**config.mk**
```make
export PLATFORM = sky130hd
export DESIGN_NAME = rgb_contrast_stretch
export DESIGN_NICKNAME = d
export VERILOG_FILES = /design/src/rcs_pkg.sv /design/src/rcs_ctrl.sv /design/src/rcs_div.sv /design/src/rcs_datapath.sv /design/src/rgb_contrast_stretch.sv
export SDC_FILE = /design/constraint.sdc
export NUM_CORES = 1
export LEC_CHECK = 0
export BUFFER_PORTS_ARGS = -buffer_cell sky130_fd_sc_hd__buf_2
export CAP_MARGIN = 30
export CORE_UTILIZATION = 40
export CTS_BUF_LIST = sky130_fd_sc_hd__clkbuf_4 sky130_fd_sc_hd__clkbuf_8
export DETAILED_ROUTE_END_ITERATION = 10
export PLACE_DENSITY = 0.63
export REMOVE_ABC_BUFFERS = 1
export SLEW_MARGIN = 5
export SYNTH_ARGS = -nofsm -noshare
export SYNTH_HDL_FRONTEND = slang
export SYNTH_SLANG_ARGS = --single-unit
```
**constraint.sdc**
```tcl
create_clock -name clk -period 5.9 [get_ports clk]
set_input_delay 0.59 -clock clk [delete_from_list [all_inputs] [get_ports clk]]
set_output_delay 0.59 -clock clk [all_outputs]
set_load 0.01 [all_outputs]
```
**src/rcs_pkg.sv**
```systemverilog
// rcs_pkg: types and constants shared by the rgb contrast stretch block
// no dependencies; used by rcs_ctrl, rcs_div, rcs_datapath and rgb_contrast_stretch

package rcs_pkg;

  localparam int PixW  = 8;
  localparam int NumW  = 2 * PixW;
  localparam logic [PixW-1:0] PixMax = 8'hff;
  localparam logic [PixW-1:0] PixMin = 8'h00;

  typedef struct packed {
    logic            command;
    logic            start_frame;
    logic [PixW-1:0] in_red;
    logic [PixW-1:0] in_green;
    logic [PixW-1:0] in_blue;
  } pixel_t;

  typedef struct packed {
    logic [PixW-1:0] out_red;
    logic [PixW-1:0] out_green;
    logic [PixW-1:0] out_blue;
  } result_t;

  typedef enum logic {
    CMD_MEASURE = 1'b0,
    CMD_CONVERT = 1'b1
  } command_t;

  typedef enum logic [1:0] {
    CH_RED   = 2'd0,
    CH_GREEN = 2'd1,
    CH_BLUE  = 2'd2
  } chan_t;

  // controller to datapath
  typedef struct packed {
    logic  take_pixel;
    logic  div_start;
    logic  store_chan;
    chan_t chan;
    logic  load_out;
  } rcs_cmd_t;

  // datapath to controller
  typedef struct packed {
    logic div_done;
    logic out_free;
  } rcs_stat_t;

endpackage

```
**src/rcs_ctrl.sv**
```systemverilog
// rcs_ctrl: controller state machine of the contrast stretch block
// depends on rcs_pkg; drives rcs_datapath through rcs_cmd_t

module rcs_ctrl (
  input  logic              clk,
  input  logic              rst,
  input  logic              pixel_valid,
  input  logic              pixel_command,
  output logic              pixel_ready,
  input  rcs_pkg::rcs_stat_t stat,
  output rcs_pkg::rcs_cmd_t  cmd
);

  typedef enum logic [3:0] {
    S_IDLE = 4'b0001,
    S_LOAD = 4'b0010,
    S_RUN  = 4'b0100,
    S_DONE = 4'b1000
  } state_t;

  state_t         state, state_next;
  rcs_pkg::chan_t chan, chan_next;
  logic           take;

  assign pixel_ready = (state == S_IDLE);
  assign take        = pixel_ready && pixel_valid;

  always_comb begin
    state_next = state;
    chan_next  = chan;
    unique case (state)
      S_IDLE: begin
        if (take && (pixel_command == rcs_pkg::CMD_CONVERT)) begin
          state_next = S_LOAD;
          chan_next  = rcs_pkg::CH_RED;
        end
      end
      S_LOAD: state_next = S_RUN;
      S_RUN: begin
        if (stat.div_done) begin
          unique case (chan)
            rcs_pkg::CH_RED: begin
              chan_next  = rcs_pkg::CH_GREEN;
              state_next = S_LOAD;
            end
            rcs_pkg::CH_GREEN: begin
              chan_next  = rcs_pkg::CH_BLUE;
              state_next = S_LOAD;
            end
            default: state_next = S_DONE;
          endcase
        end
      end
      S_DONE: begin
        if (stat.out_free) begin
          state_next = S_IDLE;
        end
      end
      default: state_next = S_IDLE;
    endcase
  end

  always_ff @(posedge clk) begin
    if (rst) begin
      state <= S_IDLE;
      chan  <= rcs_pkg::CH_RED;
    end else begin
      state <= state_next;
      chan  <= chan_next;
    end
  end

  always_comb begin
    cmd.take_pixel = take;
    cmd.div_start  = (state == S_LOAD);
    cmd.store_chan = (state == S_RUN) && stat.div_done;
    cmd.chan       = chan;
    cmd.load_out   = (state == S_DONE) && stat.out_free;
  end

  a_convert_starts_red: assert property (@(posedge clk) disable iff (rst)
    take && (pixel_command == rcs_pkg::CMD_CONVERT) |=> state == S_LOAD && chan == rcs_pkg::CH_RED)
    else $error("convert transaction did not start on the red channel");

  a_done_only_when_waiting: assert property (@(posedge clk) disable iff (rst)
    stat.div_done |-> state == S_RUN)
    else $error("divider finished while controller was not waiting");

  a_blue_ends_pixel: assert property (@(posedge clk) disable iff (rst)
    cmd.store_chan && chan == rcs_pkg::CH_BLUE |=> state == S_DONE)
    else $error("pixel not finished after blue channel");

endmodule

```
**src/rcs_div.sv**
```systemverilog
// rcs_div: restoring divider, eight quotient bits, one bit per cycle
// depends on rcs_pkg; quotient must fit in eight bits (num < 256 * den)

module rcs_div (
  input  logic                          clk,
  input  logic                          rst,
  input  logic                          start,
  input  logic [rcs_pkg::NumW-1:0]      num,
  input  logic [rcs_pkg::PixW-1:0]      den,
  output logic                          done,
  output logic [rcs_pkg::PixW-1:0]      quot
);

  localparam int CntW = $clog2(rcs_pkg::PixW);
  localparam logic [CntW-1:0] LastStep = CntW'(rcs_pkg::PixW - 1);

  logic                      busy;
  logic [CntW-1:0]           cnt;
  logic [rcs_pkg::PixW-1:0]  rem;
  logic [rcs_pkg::PixW-1:0]  lo;
  logic [rcs_pkg::PixW-1:0]  divisor;
  logic [rcs_pkg::PixW:0]    trial;
  logic                      fits;
  logic [rcs_pkg::PixW:0]    diff;

  assign trial = {rem, lo[rcs_pkg::PixW-1]};
  assign fits  = (trial >= {1'b0, divisor});
  assign diff  = trial - {1'b0, divisor};
  assign quot  = lo;

  always_ff @(posedge clk) begin
    if (rst) begin
      busy <= 1'b0;
      done <= 1'b0;
      cnt  <= '0;
    end else begin
      done <= 1'b0;
      if (start) begin
        busy <= 1'b1;
        cnt  <= '0;
      end else if (busy) begin
        cnt <= cnt + 1'b1;
        if (cnt == LastStep) begin
          busy <= 1'b0;
          done <= 1'b1;
        end
      end
    end
  end

  // upper dividend half seeds the remainder, lower half shifts in
  always_ff @(posedge clk) begin
    if (start) begin
      rem     <= num[rcs_pkg::NumW-1:rcs_pkg::PixW];
      lo      <= num[rcs_pkg::PixW-1:0];
      divisor <= den;
    end else if (busy) begin
      rem <= fits ? diff[rcs_pkg::PixW-1:0] : trial[rcs_pkg::PixW-1:0];
      lo  <= {lo[rcs_pkg::PixW-2:0], fits};
    end
  end

endmodule

```
**src/rcs_datapath.sv**
```systemverilog
// rcs_datapath: min/max statistics, per-channel operand setup, shared divider
// and output register; depends on rcs_pkg and rcs_div

module rcs_datapath (
  input  logic               clk,
  input  logic               rst,
  input  rcs_pkg::pixel_t    pixel,
  input  rcs_pkg::rcs_cmd_t  cmd,
  output rcs_pkg::rcs_stat_t stat,
  output logic               result_valid,
  input  logic               result_ready,
  output rcs_pkg::result_t   result
);

  localparam int W = rcs_pkg::PixW;

  logic [W-1:0] low_red, high_red, low_green, high_green, low_blue, high_blue;
  logic [W-1:0] pix_red, pix_green, pix_blue;
  logic [W-1:0] res_red, res_green, res_blue;
  logic [W-1:0] sel_p, sel_lo, sel_hi;
  logic [W-1:0] delta, span;
  logic [rcs_pkg::NumW-1:0] num;
  logic [W-1:0] quot, stretched;
  logic         div_done;
  logic         measure;

  assign measure = cmd.take_pixel && (pixel.command == rcs_pkg::CMD_MEASURE);

  always_ff @(posedge clk) begin
    if (rst) begin
      low_red    <= rcs_pkg::PixMax;
      low_green  <= rcs_pkg::PixMax;
      low_blue   <= rcs_pkg::PixMax;
      high_red   <= rcs_pkg::PixMin;
      high_green <= rcs_pkg::PixMin;
      high_blue  <= rcs_pkg::PixMin;
    end else if (measure) begin
      if (pixel.start_frame) begin
        low_red    <= pixel.in_red;
        high_red   <= pixel.in_red;
        low_green  <= pixel.in_green;
        high_green <= pixel.in_green;
        low_blue   <= pixel.in_blue;
        high_blue  <= pixel.in_blue;
      end else begin
        if (pixel.in_red   < low_red)    low_red    <= pixel.in_red;
        if (pixel.in_red   > high_red)   high_red   <= pixel.in_red;
        if (pixel.in_green < low_green)  low_green  <= pixel.in_green;
        if (pixel.in_green > high_green) high_green <= pixel.in_green;
        if (pixel.in_blue  < low_blue)   low_blue   <= pixel.in_blue;
        if (pixel.in_blue  > high_blue)  high_blue  <= pixel.in_blue;
      end
    end
  end

  always_ff @(posedge clk) begin
    if (cmd.take_pixel) begin
      pix_red   <= pixel.in_red;
      pix_green <= pixel.in_green;
      pix_blue  <= pixel.in_blue;
    end
  end

  always_comb begin
    unique case (cmd.chan)
      rcs_pkg::CH_RED: begin
        sel_p = pix_red;   sel_lo = low_red;   sel_hi = high_red;
      end
      rcs_pkg::CH_GREEN: begin
        sel_p = pix_green; sel_lo = low_green; sel_hi = high_green;
      end
      rcs_pkg::CH_BLUE: begin
        sel_p = pix_blue;  sel_lo = low_blue;  sel_hi = high_blue;
      end
      default: begin
        sel_p = pix_red;   sel_lo = low_red;   sel_hi = high_red;
      end
    endcase
  end

  // 255 * (p - min) as (x << 8) - x
  assign delta = sel_p - sel_lo;
  assign span  = sel_hi - sel_lo;
  assign num   = {delta, {W{1'b0}}} - {{W{1'b0}}, delta};

  rcs_div u_div (
    .clk  (clk),
    .rst  (rst),
    .start(cmd.div_start),
    .num  (num),
    .den  (span),
    .done (div_done),
    .quot (quot)
  );

  // empty or flat range and pixel at or below min give 0, at or above max 255
  always_comb begin
    if (sel_hi <= sel_lo || sel_p <= sel_lo) begin
      stretched = rcs_pkg::PixMin;
    end else if (sel_p >= sel_hi) begin
      stretched = rcs_pkg::PixMax;
    end else begin
      stretched = quot;
    end
  end

  always_ff @(posedge clk) begin
    if (cmd.store_chan) begin
      case (cmd.chan)
        rcs_pkg::CH_RED:   res_red   <= stretched;
        rcs_pkg::CH_GREEN: res_green <= stretched;
        default:           res_blue  <= stretched;
      endcase
    end
  end

  always_ff @(posedge clk) begin
    if (rst) begin
      result_valid <= 1'b0;
    end else if (cmd.load_out) begin
      result_valid <= 1'b1;
    end else if (result_ready) begin
      result_valid <= 1'b0;
    end
  end

  always_ff @(posedge clk) begin
    if (cmd.load_out) begin
      result.out_red   <= res_red;
      result.out_green <= res_green;
      result.out_blue  <= res_blue;
    end
  end

  assign stat.div_done = div_done;
  assign stat.out_free = !result_valid || result_ready;

  a_load_shows_result: assert property (@(posedge clk) disable iff (rst)
    cmd.load_out |=> result_valid)
    else $error("loaded result not presented");

  a_stats_ordered: assert property (@(posedge clk) disable iff (rst)
    measure |=> low_red <= high_red && low_green <= high_green && low_blue <= high_blue)
    else $error("min above max after a measure transaction");

  a_store_after_divide: assert property (@(posedge clk) disable iff (rst)
    cmd.div_start |=> !div_done)
    else $error("divider reported done right after start");

endmodule

```
**src/rgb_contrast_stretch.sv**
```systemverilog
// Per-channel min/max contrast stretch. A measure transaction (command 0) folds
// the pixel into running min/max per channel when it is accepted, restarting
// them when start_frame is set, and gives no result. A convert transaction
// (command 1) maps each channel to floor(255*(p-min)/(max-min)), 0 for a flat
// or empty range or a pixel at or below min, 255 at or above max. One shared
// restoring divider produces eight quotient bits per channel, one per cycle,
// with a setup step before and a store step after each channel, and
// pixel_ready is high only while the block is idle. Measures are accepted
// while a finished result still waits.
// depends on rcs_pkg, rcs_ctrl, rcs_datapath

module rgb_contrast_stretch (
  input  logic             clk,
  input  logic             rst,
  input  logic             pixel_valid,
  output logic             pixel_ready,
  input  rcs_pkg::pixel_t  pixel,
  output logic             result_valid,
  input  logic             result_ready,
  output rcs_pkg::result_t result
);

  rcs_pkg::rcs_cmd_t  cmd;
  rcs_pkg::rcs_stat_t stat;

  rcs_ctrl u_ctrl (
    .clk          (clk),
    .rst          (rst),
    .pixel_valid  (pixel_valid),
    .pixel_command(pixel.command),
    .pixel_ready  (pixel_ready),
    .stat         (stat),
    .cmd          (cmd)
  );

  rcs_datapath u_datapath (
    .clk         (clk),
    .rst         (rst),
    .pixel       (pixel),
    .cmd         (cmd),
    .stat        (stat),
    .result_valid(result_valid),
    .result_ready(result_ready),
    .result      (result)
  );

endmodule
```
==> Implementation_results.wiki <==
{| class="wikitable"
! Metric !! Value
|-
| Result of the run || finished, final reports clean
|-
| FFs w/ async S/R, synth || 0
|-
| Setup_tns || 0 ns
|-
| Area share of the leading cell type in the synthesized netlist || 0.331
|-
| Largest net degree at the start of global routing || 37
|-
| Global-route wire length before repair || ~32000 um
|-
| Critical path cell sequence || inv_1 -> ha_1 -> a22oi_1 -> a21oi_1 -> ha_1 -> fa_1 -> nor3b_1 -> a31oi_1 -> a311oi_1 -> xor2_1 -> nor3_1 -> nand3b_1 -> nand2b_1 -> a211o_1
|-
| Post-Synthesis Cells || approximately 830
|-
| Primary FF master, synth || sky130_fd_sc_hd__edfxtp_1
|-
| Max Slew Vio Count || 0
|-
| Flip-flop count of the largest register after layout || 24
|-
| Unrepaired setup endpoints after global routing || false
|-
| Antenna fix cells || 0
|-
| Minimum period implied by the final worst setup slack || approximately 4.7 ns
|-
| Synth-to-Final Area Change || 11.7%
|-
| Min-Delay Path Class || input pin to flop
|-
| Leakage power || 4.13 nW
|-
| Clock transition at the registers of the reported paths || 0.10 ns
|-
| Peak Freq || about 0.21 GHz
|-
| Average wire per cell in the routed design || between 15 and 20 um
|-
| Library cell with the highest instance count after synthesis || sky130_fd_sc_hd__edfxtp_1
|-
| Critical path capture point type || flop
|-
| Post-route DRC || 0
|-
| Largest fanout on the critical path || 24
|-
| Dominant cell type by count on the critical path || sky130_fd_sc_hd__ha_1
|-
| Fraction of layout instances using a drive strength above 1 || 0.128
|-
| Synth Register Bits || approximately 160
|-
| Worst slew slack as a fraction of its limit || 0.352
|-
| Area of the die || 22300 um^2
|-
| Filler Cells Inserted || about 2000
|-
| Std-Cell Rows || 53
|-
| Total of buffers placed on input and output ports || 55
|-
| Post-Route WL || around 20000 um
|-
| Final setup viols || 0
|-
| Final standard cell count with taps included and fillers excluded || between 1000 and 1500
|-
| Number of design-rule violations left by the first detailed-router iteration || 450
|-
| Sequential fraction of the synthesis area || 0.469
|-
| First drt pass iteration count || 5
|-
| Reg with most FFs || u_datapath.result
|-
| Largest cells by area after synthesis || sky130_fd_sc_hd__edfxtp_1, sky130_fd_sc_hd__dfxtp_1, sky130_fd_sc_hd__ha_1
|-
| Max_cap viols || 0
|-
| Post-Route Skew || about 0.017 ns
|-
| Half-perimeter wire length of the detailed placement result || 15300 um
|-
| Highest cell delay on the worst timing path || 0.73 ns
|-
| Die Span X || roughly 150 um
|-
| Number of instances resized during post-cts repair || 0
|-
| Number of buffers added by the clock tree synthesis step || 17
|-
| Buffers inserted during post-CTS setup optimization || 0
|-
| Antenna violations before repair || 0
|-
| Multi-input gate area || about 4200 um^2
|-
| Effective utilization at floorplan || 0.411
|-
| Placer congestion estimate || around 0.87
|-
| Gr ovfl total || 0
|-
| Number of nets in the layout || between 1000 and 1500
|-
| Required time worst endpoint || 6.14 ns
|-
| EDFF count, synth || 96
|-
| Post-cts hold buffer count || 0
|-
| Combined global-route utilization of all metal layers || 0.189
|-
| IO Count || 56
|-
| Seq. cell area || 4080 um^2
|-
| Final hold violation count || 0
|-
| Number of warning messages in the yosys log || 0
|-
| CTS tree || done
|-
| Utilization after layout || 0.459
|-
| Syn Area/Cell || about 10 um^2
|-
| Count of cell types in the netlist || 69
|-
| Worst Hold Margin || 0.369 ns
|-
| Critical path class || flop to flop
|-
| Clock insertion delay at the later pin of the skew report || between 0.4 and 0.5 ns
|-
| Master of the slowest instance on the critical path || sky130_fd_sc_hd__a311oi_1
|-
| Cell type contributing the most total cell area after synthesis || sky130_fd_sc_hd__edfxtp_1
|-
| Clk root buf || sky130_fd_sc_hd__clkbuf_8
|-
| Count of H-tree levels built during CTS || 4
|-
| Placed insts || ~1100
|-
| Clock net sink count || roughly 160
|-
| Worst endpoint data arrival time || 4.92 ns
|-
| Type of origin of the critical path || flop
|-
| Chip height || roughly 150 um
|-
| Total via count after detailed routing || around 6400
|-
| Worst slew pin tran || a little under 1 ns
|-
| Total core area || between 20000 and 25000 um^2
|-
| Areal power density over the cells || between 400 and 500 nW/um^2
|-
| Final antenna-violating net count || 0
|-
| Post-Syn Area || approximately 8700 um^2
|-
| Ratio of routed vias to standard cells || between 5 and 6
|-
| Via count of the first global-routing pass || between 6000 and 7000
|-
| Maximum buffer depth of the clock tree || 2
|-
| Highest ir drop seen on vdd || 0.241 mV
|-
| Share of the clock period used by the worst path || 0.794
|-
| Top post-synthesis cells by count || sky130_fd_sc_hd__edfxtp_1, sky130_fd_sc_hd__inv_1, sky130_fd_sc_hd__ha_1, sky130_fd_sc_hd__nor2_1, sky130_fd_sc_hd__dfxtp_1
|}
[worst max-delay path, delay by kind of cell (launching register included)]
| kind | cells | cell delay (ns) |
|---|---|---|
| and+or+nand+nor | 4 | 1.01 |
| AOI/OAI and AO/OA | 5 | 1.54 |
| buffers and inverters | 1 | 0.10 |
| xor gates and xnor gates | 1 | 0.30 |
| DFF | 1 | 0.33 |
| adders and majority gates | 3 | 1.17 |
[where the power goes]
part	internal [mW]	switching (mW)
Combinational	0.862	1.33
Clock	0.340	0.433
Sequential	1.40	0.133
Total	2.61	1.90
[cell usage in the layout, fill, tap and decap left out, types with 33 or more instances in the layout]
| master | netlist | routed |
|---|---|---|
| sky130_fd_sc_hd__a21oi_1 | 33 | 33 |
| sky130_fd_sc_hd__buf_2 | 2 | 55 |
| sky130_fd_sc_hd__dfxtp_1 | 60 | 60 |
| sky130_fd_sc_hd__edfxtp_1 | 96 | 96 |
| sky130_fd_sc_hd__ha_1 | 79 | 79 |
| sky130_fd_sc_hd__inv_1 | 83 | 83 |
| sky130_fd_sc_hd__mux2i_1 | 35 | 35 |
| sky130_fd_sc_hd__nand3_1 | 36 | 36 |
| sky130_fd_sc_hd__nor2_1 | 70 | 70 |
| sky130_fd_sc_hd__o21ai_0 | 55 | 55 |
[layout make-up]
class,instances,area share
Sequential cell,156,0.420
Tap cell,275,0.0354
Clock inverter,15,0.0140
Timing Repair Buffer,65,0.0420
Clock buffer,17,0.0241
Inverter,83,0.0321
Multi-Input combinational cell,571,0.432
[path summary, 6_finish.rpt]
| check | to | from | cells past startpoint | slack, ns |
|---|---|---|---|---|
| worst min register to register | u_datapath.result[12]$_DFFE_PP_ | u_datapath.res_green[4]$_DFFE_PP_ | 0 | 0.42 |
| worst max register to register | u_datapath.u_div.rem[3]$_DFFE_PP_ | u_ctrl.chan[0]$_SDFFE_PP0P_ | 14 | 1.22 |
| worst min-delay path | u_datapath.pix_red[0]$_DFFE_PP_ | pixel[16] | 1 | 0.37 |
| worst max-delay path | u_datapath.u_div.rem[3]$_DFFE_PP_ | u_ctrl.chan[0]$_SDFFE_PP0P_ | 14 | 1.22 |
[through the flow]
stage,cell area (um^2),power (mW),setup WS [ns]
after floorplan,8590,3.12,1.67
after global placement,9250,3.68,1.49
after detailed placement,9290,3.71,1.36
after CTS,9660,4.48,1.30
after global routing,9720,4.83,0.845
final,9720,4.50,1.22
[cell families (layout without fill, tap and decap cells)]
| group | after synthesis | after routing | synth area share |
|---|---|---|---|
| compound gates | 207 | 207 | 0.160 |
| flops | 156 | 156 | 0.469 |
| buf+inv | 107 | 180 | 0.0482 |
| simple gates | 214 | 214 | 0.123 |
| fa+ha+maj | 87 | 87 | 0.126 |
| mux | 38 | 38 | 0.0454 |
| xor+xnor | 25 | 25 | 0.0276 |
[metal layers]
layer / routed length, um / track usage
met5: 0 / 0
met2: 9600 / 0.319
met3: 880 / 0.0326
met4: 291 / 0.0546
met1: 9200 / 0.246
(Power assumes the default switching activity.)
